`config.mk`:
```
export PLATFORM = sky130hd
export DESIGN_NAME = lag_row_update
export DESIGN_NICKNAME = d
export VERILOG_FILES = /design/src/design/lag_pkg.sv /design/src/design/lag_row_update.sv
export SDC_FILE = /design/constraint.sdc
export NUM_CORES = 1
export LEC_CHECK = 0
export ABC_AREA = 1
export BUFFER_PORTS_ARGS = -buffer_cell sky130_fd_sc_hd__buf_2
export CAP_MARGIN = 20
export CORE_UTILIZATION = 45
export DETAILED_ROUTE_END_ITERATION = 10
export PLACE_DENSITY = 0.63
export SLEW_MARGIN = 20
export SYNTH_ARGS = -nofsm -noshare
export SYNTH_HDL_FRONTEND = slang
export SYNTH_SLANG_ARGS = --single-unit
```
`constraint.sdc`:
```
create_clock -name vclk -period 6.75
set_input_delay 0.3375 -clock vclk [all_inputs]
set_output_delay 0.3375 -clock vclk [all_outputs]
set_load 0.02 [all_outputs]
```
`src/design/lag_pkg.sv`:
```
package lag_pkg;

  localparam int CFG_W = 7;
  localparam int CFG_IDX_W = 4;
  localparam int COORD_W = 6;
  localparam int DIM_MIN = 3;

  localparam logic [CFG_W-1:0] GRID_DIM_RESET = 7'd64;

  localparam logic [CFG_IDX_W-1:0] CFG_GRID_WIDTH = 4'd0;
  localparam logic [CFG_IDX_W-1:0] CFG_GRID_HEIGHT = 4'd1;

  localparam logic [3:0] SURVIVE_MIN = 4'd2;
  localparam logic [3:0] BIRTH_COUNT = 4'd3;

  typedef enum logic [1:0] {
    OP_WRITE   = 2'd0,
    OP_READ    = 2'd1,
    OP_ADVANCE = 2'd2,
    OP_CLEAR   = 2'd3
  } op_t;

  typedef enum logic [6:0] {
    S_IDLE    = 7'b0000001,
    S_CELL    = 7'b0000010,
    S_GEN_PRE = 7'b0000100,
    S_GEN_ROW = 7'b0001000,
    S_SWP_RD  = 7'b0010000,
    S_SWP_WR  = 7'b0100000,
    S_DONE    = 7'b1000000
  } state_t;

  typedef struct packed {
    logic wr_en;
    logic clr_all;
  } mem_ctl_t;

  function automatic logic [3:0] count8(input logic [7:0] v);
    logic [3:0] sum;
    sum = 4'd0;
    for (int i = 0; i < 8; i++) begin
      sum = sum + {3'b000, v[i]};
    end
    return sum;
  endfunction

  function automatic logic life_next(input logic alive, input logic [3:0] n);
    logic res;
    if (alive) begin
      res = (n == SURVIVE_MIN) || (n == BIRTH_COUNT);
    end else begin
      res = (n == BIRTH_COUNT);
    end
    return res;
  endfunction

endpackage

```
`src/design/lag_row_update.sv`:
```
module lag_row_update #(
  parameter int WIDTH = 64
) (
  input  logic [WIDTH-1:0]             above,
  input  logic [WIDTH-1:0]             cur,
  input  logic [WIDTH-1:0]             below,
  input  logic [$clog2(WIDTH+1)-1:0]   act_w,
  output logic [WIDTH-1:0]             new_row
);

  localparam int CW = $clog2(WIDTH);
  localparam int WDW = $clog2(WIDTH + 1);

  logic [WDW-1:0] wm1_full;
  logic [CW-1:0]  wm1;
  logic [WIDTH-1:0] a_l, a_r, c_l, c_r, b_l, b_r;

  assign wm1_full = act_w - 1'b1;
  assign wm1 = wm1_full[CW-1:0];

  // wrapped left and right neighbor vectors
  always_comb begin
    for (int x = 0; x < WIDTH; x++) begin
      if (x == 0) begin
        a_l[x] = above[wm1];
        c_l[x] = cur[wm1];
        b_l[x] = below[wm1];
      end else begin
        a_l[x] = above[x-1];
        c_l[x] = cur[x-1];
        b_l[x] = below[x-1];
      end
      if (CW'(x) == wm1) begin
        a_r[x] = above[0];
        c_r[x] = cur[0];
        b_r[x] = below[0];
      end else if (x == WIDTH - 1) begin
        a_r[x] = 1'b0;
        c_r[x] = 1'b0;
        b_r[x] = 1'b0;
      end else begin
        a_r[x] = above[x+1];
        c_r[x] = cur[x+1];
        b_r[x] = below[x+1];
      end
    end
  end

  always_comb begin
    for (int x = 0; x < WIDTH; x++) begin
      if (WDW'(x) < act_w) begin
        new_row[x] = lag_pkg::life_next(cur[x], lag_pkg::count8(
          {a_l[x], above[x], a_r[x], c_l[x], c_r[x], b_l[x], below[x], b_r[x]}));
      end else begin
        new_row[x] = 1'b0;
      end
    end
  end

endmodule

```
==> Word level (Yosys, flattened, before mapping) <==
Index checks and enable logic that the tools add are counted.
{ "op_classes": {"add_sub_neg": 449, "n_lt_le_gt_ge": 65, "eq_ne": 191, "mux": 326, "n_reduce_logical": 65} }
{ "op_table": {"columns": ["operator", "count"], "rows": [
  ["4-bit by 1-bit adder with 4-bit output", 256],
  ["4-bit by 2-bit equality test with 1-bit output, second input constant", 128],
  ["1-bit two-way mux", 323],
  ["3-bit by 1-bit adder with 4-bit output", 64],
  ["6-bit by 7-bit < comparator with 1-bit output, first input constant", 32],
  ["2-bit by 1-bit adder with 3-bit output", 64],
  ["6-bit equality test, first input constant", 32],
  ["1-bit by 1-bit adder with 2-bit output", 64],
  ["5-bit by 7-bit < comparator with 1-bit output, first input constant", 16],
  ["5-bit by 6-bit equality test with 1-bit output, first input constant", 16],
  ["1-bit logical OR", 64],
  ["4-bit by 7-bit < comparator with 1-bit output, first input constant", 8],
  ["4-bit by 6-bit equality test with 1-bit output, first input constant", 8],
  ["3-bit by 7-bit < comparator with 1-bit output, first input constant", 4],
  ["3-bit by 6-bit equality test with 1-bit output, first input constant", 4],
  ["1-bit binary-select mux with 6-bit select", 3],
  ["1-bit by 7-bit < comparator with 1-bit output, first input constant", 2],
  ["2-bit by 7-bit < comparator with 1-bit output, first input constant", 2],
  ["2-bit by 6-bit equality test with 1-bit output, first input constant", 2],
  ["6-bit by 7-bit < comparator with 1-bit output, second input constant", 1],
  ["1-bit by 6-bit equality test with 1-bit output, first input constant", 1],
  ["6-bit logical NOT", 1],
  ["6-bit by 1-bit subtractor with 6-bit output, second input constant", 1]
]} }
{ "word_totals": {"regBits": 0, "input_bits": 199, "out_inout_bits": 64, "word_cells": 1096} }

==> Logic depth before layout (Yosys ltp) <==
Gate-level depths: netlist (run 1).
{ "logic_depth": {"depth_word": 14, "ltp_mapped": 27, "ltp_nobuf": 22} }

==> Worst setup path before layout (run 1) <==
No wires, ideal clock.
{ "synth_path": {"kind": "in2out", "startpoint": "input act_w[0]", "endpoint": "output new_row[0]", "arrival_ps": 5274, "t_required_ps": 6412, "slack_ps": 1138, "stages": 22, "n_path_buf": 5, "cell_sequence": "buf_2 -> inv_2 -> buf_4 -> buf_2 -> buf_2 -> ha_1 -> nand3_1 -> xor2_2 -> nor2_2 -> buf_4 -> nand2_1 -> nand2_1 -> o21ai_1 -> fa_1 -> inv_1 -> fa_1 -> fa_1 -> inv_1 -> ha_1 -> fa_1 -> o21ai_0 -> a211oi_1"} }
{ "synth_between": {"elab_chain_len": 14, "elab_cells_between_ends": 24, "cone_classes": "add/sub (8); order compare (1); eq/ne (2); mux (11); reduce/logical (2)"} }
{ "synth_lines": {"columns": ["item", "line_no", "rtl"], "rows": [
  ["start: declaration", "lag_row_update.sv:7", "input logic [$clog2(WIDTH+1)-1:0] act_w,"],
  ["parallel branches: the longest is 13 deep, another holds 6-bit by 1-bit subtractor with 6-bit output", null, null],
  ["1-bit two-way mux *", "lag_row_update.sv:51", "if (WDW'(x) < act_w) begin"],
  ["end: declaration", "lag_row_update.sv:8", "output logic [WIDTH-1:0] new_row"]
]} }
Mark *: on every way between the ends. The select of a mux whose other input is x is not followed.

==> Final worst setup path (run 1) <==
{ "layout_path": {"startpoint": "input act_w[2]", "endpoint": "output new_row[25]"} }
{ "layout_between": {"elab_chain_len": 14, "elab_cells_between_ends": 18, "cone_classes": "add/sub (8); order compare (1); eq/ne (3); mux (5); reduce/logical (1)"} }
{ "layout_lines": {"columns": ["item", "line_no", "rtl"], "rows": [
  ["6-bit by 1-bit subtractor with 6-bit output", "lag_row_update.sv:18", "assign wm1_full = act_w - 1'b1;"],
  ["5-bit by 6-bit equality test with 1-bit output", "lag_row_update.sv:33", "if (CW'(x) == wm1) begin"],
  ["1-bit two-way mux", "lag_row_update.sv:33", null],
  ["1-bit by 1-bit adder with 2-bit output", "lag_pkg.sv:42", "sum = sum + {3'b000, v[i]};"],
  ["2-bit by 1-bit adder with 3-bit output", "lag_pkg.sv:42", null],
  ["3-bit by 1-bit adder with 4-bit output", "lag_pkg.sv:42", null],
  ["4-bit by 1-bit adder with 4-bit output (4 in series)", "lag_pkg.sv:42", null],
  ["4-bit by 2-bit equality test with 1-bit output, on equally long branches", "lag_pkg.sv:50, lag_pkg.sv:52", null],
  ["1-bit logical OR", "lag_pkg.sv:50", "res = (n == SURVIVE_MIN) || (n == BIRTH_COUNT);"],
  ["1-bit two-way mux", "lag_pkg.sv:49", "if (alive) begin"],
  ["1-bit two-way mux *", "lag_row_update.sv:51", null]
]} }
Every way passes the cells marked *; elsewhere a longest branch is shown, timed or not.

==> flow_summary.json, run 1 <==
{
  "seq_area_sq_um": 0,
  "finalCritPeriodShare_pct": 90.7,
  "nets": 3108,
  "p_int_uw": 980,
  "die_area_sq_mm": 0.0344,
  "crit_slowest_cell": "a2111oi_0",
  "grt_pass1_wl_mm": 81.0,
  "viasPerCell": 5.45,
  "required_ns": 6.41,
  "power_density_mw_per_mm2": 147,
  "drtIter0Drc": 1207,
  "cp-start-kind": "input pin",
  "synthTopCellsByArea": "fa_1 (34%), ha_1 (16%), nand2_1 (16%)",
  "clkbuf_count": 0,
  "rows": 66,
  "drcViolationCount": 0,
  "ir_drop_mv": 0.129,
  "dp_hpwl_mm": 41.5,
  "syn-instance-count": 2238,
  "path_buf_inv": 5,
  "grt_pass1_vias": 15329,
  "max_cap_violations": 0,
  "dr.pass1.iters": 5,
  "coreArea_sq_mm": 0.0329,
  "fmax_ghz": 0.163,
  "slew_headroom_pct": 26.9,
  "grt_use_total_pct": 30.4,
  "postCtsSetupRepairBufs": 0,
  "setup_viol": 0,
  "antenna_found_initial": 3,
  "synth-warning-count": 0,
  "grt_start_max_net_pins": 99,
  "status": "complete, no violations",
  "grt_overflow_total": 0,
  "synth_commonest_cells": "nand2_1 (636), inv_1 (314), fa_1 (256)",
  "swShare_pct": 60.7,
  "ctsResizeCount": 0,
  "worst_slew_pin_slew_ns": 1.09,
  "fin_crit_ns": 6.12,
  "syn_area_sq_mm": 0.0151,
  "max_stage_delay_ns": 0.89,
  "switching_power_mw": 1.51,
  "ant_nets": 0,
  "n_fill_cell": 3401,
  "port_buffers": 263,
  "crit_family": "adder cells",
  "gp_congestion": 0.940,
  "wl_per_cell_microns": 17.8,
  "slew_violations": 0,
  "drive_gt1_share_pct": 12.2,
  "start_util_pct": 46.1,
  "rsz0062_at_grt": "false",
  "utilization_pct": 51.5,
  "path_cells": "buf_2, nor2_2, nand2_2, inv_1, nand2_1, nand2_1, inv_2, nand2_1, nor2_1, nand2_1, nand2_1, o21ai_0, fa_1, inv_1, fa_1, ha_1, fa_1, o21ai_0, a2111oi_0, buf_2",
  "ys_seq_area_share_pct": 0,
  "power_frac_clock_pct": 0,
  "synth_cell_types": 29,
  "synth_area_leader_cell": "fa_1",
  "cts_hold_buf": 0,
  "pwr-share-comb_pct": 100.0,
  "worstPathArrival_ns": 5.78,
  "pin_count": 263,
  "p_seq_share_pct": 0,
  "synth_top_area_share_pct": 33.8,
  "hold_path_class": "in2out",
  "worstSetupEndpointType": "primary output",
  "leakage_nw": 9.25,
  "seq_cells": 0,
  "synth_nets": 2889,
  "cp_common_cell": "nand2_1",
  "vias": 15814,
  "setup_tns_ns": 0,
  "critPathKind": "in2out",
  "synth.most_common_cell": "nand2_1",
  "multi_input_area_sq_mm": 0.0137,
  "die_h_microns": 185,
  "avgSynthCellArea_sq_um": 6.77,
  "area_growth_syn_to_layout_pct": 11.8,
  "die_w_microns": 185,
  "routed_wl_mm": 51.5,
  "cp_max_fo": 14,
  "final_hold_viol_count": 0
}
per-stage QoR:
| step | total power, mW | cells | hold WS [ns] | setup WS [ns] | instance area, sq um |
|---|---|---|---|---|---|
| 6_report | 2.49 | 2901 | 1.13 | 0.631 | 16900 |
| 5_1_grt | 2.88 | 2898 | 1.17 | 0.541 | 16900 |
| 4_1_cts | 2.50 | 2897 | 1.13 | 0.883 | 16900 |
| 3_5_place_dp | 2.48 | 2897 | 1.13 | 0.896 | 16900 |
| 3_3_place_gp | 2.39 | 2896 | 1.12 | 0.995 | 16900 |
| 2_1_floorplan | 1.75 | 2238 | 0.836 | 1.14 | 15100 |
power groups by stage:
stage | clock network (mW) | logic [mW] | registers [mW]
5_1_grt | 0.0000000198 | 2.88 | 0
3_3_place_gp | 0 | 2.39 | 0
3_5_place_dp | 0 | 2.48 | 0
2_1_floorplan | 0 | 1.75 | 0
4_1_cts | 0 | 2.50 | 0
6_report | 0.0000000795 | 2.49 | 0
layout by cell type, fill, tap and decap left out, types with 2 or more instances in the layout:
| master | netlist | routed |
|---|---|---|
| a211oi_1 | 6 | 6 |
| a21oi_1 | 151 | 150 |
| buf_2 | 8 | 262 |
| buf_4 | 2 | 20 |
| clkinv_1 | 2 | 3 |
| diode_2 | 0 | 4 |
| fa_1 | 256 | 256 |
| ha_1 | 196 | 195 |
| inv_1 | 314 | 313 |
| inv_2 | 6 | 5 |
| nand2_1 | 636 | 636 |
| nand3_1 | 127 | 127 |
| nor2_1 | 205 | 204 |
| nor2_2 | 4 | 5 |
| nor3_1 | 17 | 17 |
| nor4_1 | 29 | 29 |
| o211ai_1 | 12 | 12 |
| o21ai_0 | 172 | 172 |
| o21ai_1 | 23 | 23 |
| o221ai_1 | 3 | 3 |
| o22ai_1 | 5 | 5 |
| xor2_1 | 2 | 2 |
| xor2_2 | 2 | 2 |
kinds of logic (layout without fill, tap and decap cells):
kind of cell	Yosys count	count (layout)	synth area share (%)
AOI/OAI and AO/OA	373	373	12.8
other	0	4	0
and+or+nand+nor	1022	1022	27.2
adders and majority gates	452	452	50.0
xor gates and xnor gates	4	4	0.330
buffers and inverters	387	604	9.71
layout make-up:
class | instances | area share (%)
well taps | 442 | 3.27
diodes | 4 | 0.0591
repair buffers | 282 | 8.63
multi-input cells | 1851 | 80.9
inverters | 322 | 7.15
path summary, 6_finish.rpt:
check             cells past startpoint  slack [ns]     start          end
setup / recovery                     20        0.63  act_w[2]  new_row[25]
hold / removal                        4        1.13    cur[6]   new_row[6]
metal layers:
metal  track usage [%]  vias to the layer above  part of all wire [%]
met3              2.84                       92                   8.1
met1              41.1                     7473                    42
li1                  -                     7601                     -
met2              51.5                      648                    47
met5                 0                        -                     0
met4              9.06                        0                   3.5
Note: power is estimated with default switching activity, not from simulation.
==> run 2: changes to the inputs <==
- RECOVER_POWER: unset -> 100
==> run 2 against run 1 <==
Effect of this change: critical path depth did not move; first-iteration DRC count down 4.2%; count of clock-buffer cells in the layout is the same; power decreased by 0.89%; sequential share of layout area is the same; via count down 0.51%; flip-flop and latch count unchanged; cell count about the same.
==> flow_summary.json, run 2 (same netlist as run 1, synthesis figures left out) <==
{
  "ir_drop_mv": 0.126,
  "drcViolationCount": 0,
  "required_ns": 6.41,
  "coreArea_sq_mm": 0.0329,
  "routed_wl_mm": 51.5,
  "seq_cells": 0,
  "rows": 66,
  "cp_max_fo": 14,
  "setup_viol": 0,
  "rsz0062_at_grt": "false",
  "die_area_sq_mm": 0.0344,
  "wl_per_cell_microns": 17.8,
  "setup_tns_ns": 0,
  "max_stage_delay_ns": 0.88,
  "die_h_microns": 185,
  "pin_count": 263,
  "power_density_mw_per_mm2": 147,
  "max_cap_violations": 0,
  "cts_hold_buf": 0,
  "antenna_found_initial": 3,
  "fin_crit_ns": 6.30,
  "vias": 15734,
  "grt_pass1_vias": 15329,
  "slew_headroom_pct": 17.0,
  "ant_nets": 0,
  "area_growth_syn_to_layout_pct": 11.1,
  "crit_slowest_cell": "a2111oi_0",
  "leakage_nw": 9.05,
  "dp_hpwl_mm": 41.5,
  "worstPathArrival_ns": 5.96,
  "grt_overflow_total": 0,
  "worstSetupEndpointType": "primary output",
  "worst_hold_slack_ns": 1.13,
  "nets": 3108,
  "path_cells": "buf_2, nor2_1, nand2_2, inv_1, nand2_1, nand2_1, inv_1, nand2_1, nor2_1, nand2_1, nand2_1, o21ai_0, fa_1, inv_1, fa_1, ha_1, fa_1, o21ai_0, a2111oi_0, buf_2",
  "slew_violations": 0,
  "ctsResizeCount": 0,
  "final_common_cell": "nand2_1",
  "start_util_pct": 46.1,
  "dr.pass1.iters": 6,
  "finalCritPeriodShare_pct": 93.3,
  "viasPerCell": 5.43,
  "grt_use_total_pct": 30.4,
  "cp_common_cell": "nand2_1",
  "clkbuf_count": 0,
  "die_w_microns": 185,
  "fmax_ghz": 0.159,
  "final_cell_mix": "nand2_1 (636), inv_1 (314), fa_1 (256), buf_2 (216), nor2_1 (207)",
  "n_fill_cell": 3431,
  "status": "complete, no violations",
  "grt_pass1_wl_mm": 81.0,
  "final_hold_viol_count": 0,
  "worst_slew_pin_slew_ns": 1.24,
  "hold_path_class": "in2out",
  "seq_area_sq_um": 0,
  "drtIter0Drc": 1156,
  "drive_gt1_share_pct": 9.90,
  "grt_start_max_net_pins": 99,
  "gp_congestion": 0.940,
  "postCtsSetupRepairBufs": 0,
  "cp-start-kind": "input pin",
  "port_buffers": 263,
  "critPathKind": "in2out"
}
-- run 2: changes by cell type in the layout (fill, tap and decap cells not counted), sizes merged --
| cell | before | now |
|---|---|---|
| buf | 282 | 232 |
| clkbuf | 0 | 50 |
| diode | 4 | 2 |
-- run 2: layer usage --
metal | up-vias | track usage, % | wire length (microns)
met2 | 590 | 51.5 | 24000
met1 | 7456 | 41.1 | 22200
met3 | 89 | 2.84 | 3570
met4 | 0 | 9.06 | 1710
li1 | 7599 | - | -
met5 | - | 0 | 0
-- run 2: path summary, 6_finish.rpt --
| kind | startpoint | end | slack, ns | cells past startpoint |
|---|---|---|---|---|
| worst max-delay path | act_w[2] | new_row[25] | 0.45 | 20 |
| worst min-delay path | cur[4] | new_row[4] | 1.13 | 4 |
-- run 2: critical path, delay by kind of cell --
| family | cells | cell delay [ns] |
|---|---|---|
| adder cells (fa/ha/maj) | 4 | 1.71 |
| AND/OR/NAND/NOR | 8 | 1.47 |
| AO/OA/AOI/OAI | 3 | 1.13 |
| buffers and inverters | 5 | 1.28 |
-- run 2: area by class of cell --
| type | count | area, sq um | share of cell area (%) |
|---|---|---|---|
| multi-input cells | 1851 | 13700 | 81.2 |
| diodes | 2 | 5.00 | 0.0297 |
| inverters | 322 | 1210 | 7.19 |
| repair buffers | 282 | 1390 | 8.25 |
| well taps | 442 | 553 | 3.29 |
-- run 2: metrics by stage --
stage                     util, %  setup slack, ns  cell area, sq um  total power, mW  cells
after global routing         51.2            0.270             16800             2.86   2898
after floorplan                 -             1.14             15100             1.75   2238
final                        51.2            0.454             16800             2.47   2899
after detailed placement     51.4            0.896             16900             2.48   2897
after global placement       51.4            0.995             16900             2.39   2896
after CTS                    51.4            0.883             16900             2.50   2897
-- run 2: power by group --
group / total [mW] / switching (mW) / leakage (nW) / internal, mW
registers: 0 / 0 / 0 / 0
clock network: 0.0000000396 / 0 / 0.0000127 / 0.0000000396
logic: 2.47 / 1.52 / 9.05 / 0.955
total: 2.47 / 1.52 / 9.05 / 0.955
==> run 3: changes to the inputs <==
- CAP_MARGIN: 20 -> unset
- PLACE_DENSITY: 0.63 -> 0.66
- clock period: 6.75 -> 5.37 ns (I/O delays scaled with it)
==> run 3 against run 2 <==
Effect of this change: cell count up 0.90%; routed wire length down 0.32%; highest routed layer is now met5; flip-flop and latch count unchanged; global-route usage about the same; via count up 1.7%; non-clock buffer count up 25; sequential share of layout area unchanged; power up 27%; first-iteration DRC count down 3.3%; count of clock-buffer cells in the layout unchanged; critical path type unchanged; die area unchanged; worst hold slack worse by 0.13 ns.
==> flow_summary.json, run 3 (same netlist as run 1, synthesis figures left out) <==
{
  "start_util_pct": 46.1,
  "grt_use_total_pct": 30.4,
  "finalCritPeriodShare_pct": 96.1,
  "area_growth_syn_to_layout_pct": 12.5,
  "status": "complete, no violations",
  "vias": 16002,
  "port_buffers": 263,
  "dp_hpwl_mm": 42.5,
  "die_h_microns": 185,
  "rsz0062_at_grt": "false",
  "slew_violations": 0,
  "fin_crit_ns": 5.16,
  "final_common_cell": "nand2_1",
  "slew_headroom_pct": 31.9,
  "seq_cells": 0,
  "ir_drop_mv": 0.144,
  "postCtsSetupRepairBufs": 0,
  "seq_area_sq_um": 0,
  "wl_per_cell_microns": 17.5,
  "ant_nets": 0,
  "cp_max_fo": 15,
  "hold_path_class": "in2out",
  "grt_start_max_net_pins": 68,
  "coreArea_sq_mm": 0.0329,
  "nets": 3133,
  "power_density_mw_per_mm2": 184,
  "drcViolationCount": 0,
  "dr.pass1.iters": 6,
  "antenna_found_initial": 6,
  "pin_count": 263,
  "n_fill_cell": 3394,
  "fin_cells": 2925,
  "cp-start-kind": "input pin",
  "ctsResizeCount": 0,
  "utilization_pct": 51.9,
  "grt_pass1_wl_mm": 81.6,
  "die_w_microns": 185,
  "final_cell_mix": "nand2_1 (636), inv_1 (313), fa_1 (256), buf_2 (215), nor2_1 (204)",
  "worst_hold_slack_ns": 0.994,
  "cts_hold_buf": 0,
  "grt_overflow_total": 0,
  "leakage_nw": 9.20,
  "die_area_sq_mm": 0.0344,
  "worstSetupEndpointType": "primary output",
  "worst_slew_pin_slew_ns": 1.02,
  "required_ns": 5.10,
  "gp_congestion": 0.929,
  "max_cap_violations": 0,
  "grt_pass1_vias": 15874,
  "clkbuf_count": 0,
  "critPathKind": "in2out",
  "setup_tns_ns": 0,
  "final_hold_viol_count": 0,
  "setup_viol": 0,
  "rows": 66,
  "drtIter0Drc": 1118,
  "viasPerCell": 5.47,
  "worstPathArrival_ns": 4.89,
  "fmax_ghz": 0.194,
  "routed_wl_mm": 51.3,
  "drive_gt1_share_pct": 11.3,
  "dp_cells": 2922
}
-- run 3: worst max-delay path: stages --
cell and delay (ns):
buf_2 0.17, inv_1 0.08, ha_2 0.22, xor2_2 0.16, inv_2 0.24, nand2_1 0.15, nor2_1 0.15, nand2_1 0.15
nand2_1 0.08, o21ai_1 0.07, fa_1 0.49, inv_1 0.06, fa_1 0.52, fa_1 0.56, inv_1 0.04, ha_1 0.22
fa_1 0.48, o21ai_0 0.08, a211oi_1 0.43, buf_2 0.25
-- run 3: stage by stage --
stage | setup WS (ns) | instance area [sq um] | power, mW
final | 0.209 | 17000 | 3.13
after global routing | 0.0250 | 17000 | 3.63
after CTS | 0.364 | 17100 | 3.17
after detailed placement | 0.384 | 17100 | 3.15
after global placement | 0.483 | 17100 | 3.01
after floorplan | 0.0636 | 15200 | 2.20
-- run 3: where the power goes --
part / internal (mW) / switching [mW]
combinational: 1.22 / 1.91
sequential: 0 / 0
clock: 0.0000000749 / 0
total: 1.22 / 1.91
-- run 3: worst paths after layout --
kind,cells past startpoint,end,from,slack (ns)
setup / recovery,20,new_row[0],act_w[1],0.21
hold / removal,4,new_row[4],cur[4],0.99
-- run 3: layout make-up --
type	count	area, sq um	share of cell area, %
multi-input cells	1851	13700	80.3
repair buffers	307	1590	9.34
inverters	322	1210	7.10
well taps	442	553	3.24
diodes	3	7.51	0.0440
-- run 3: routing by layer --
metal | GRT usage (%) | vias up | share of wire, %
li1 | - | 7639 | -
met1 | 40.0 | 7566 | 41
met2 | 51.1 | 683 | 46
met3 | 3.89 | 110 | 8.4
met4 | 11.0 | 4 | 3.9
met5 | 0 | - | 0.045
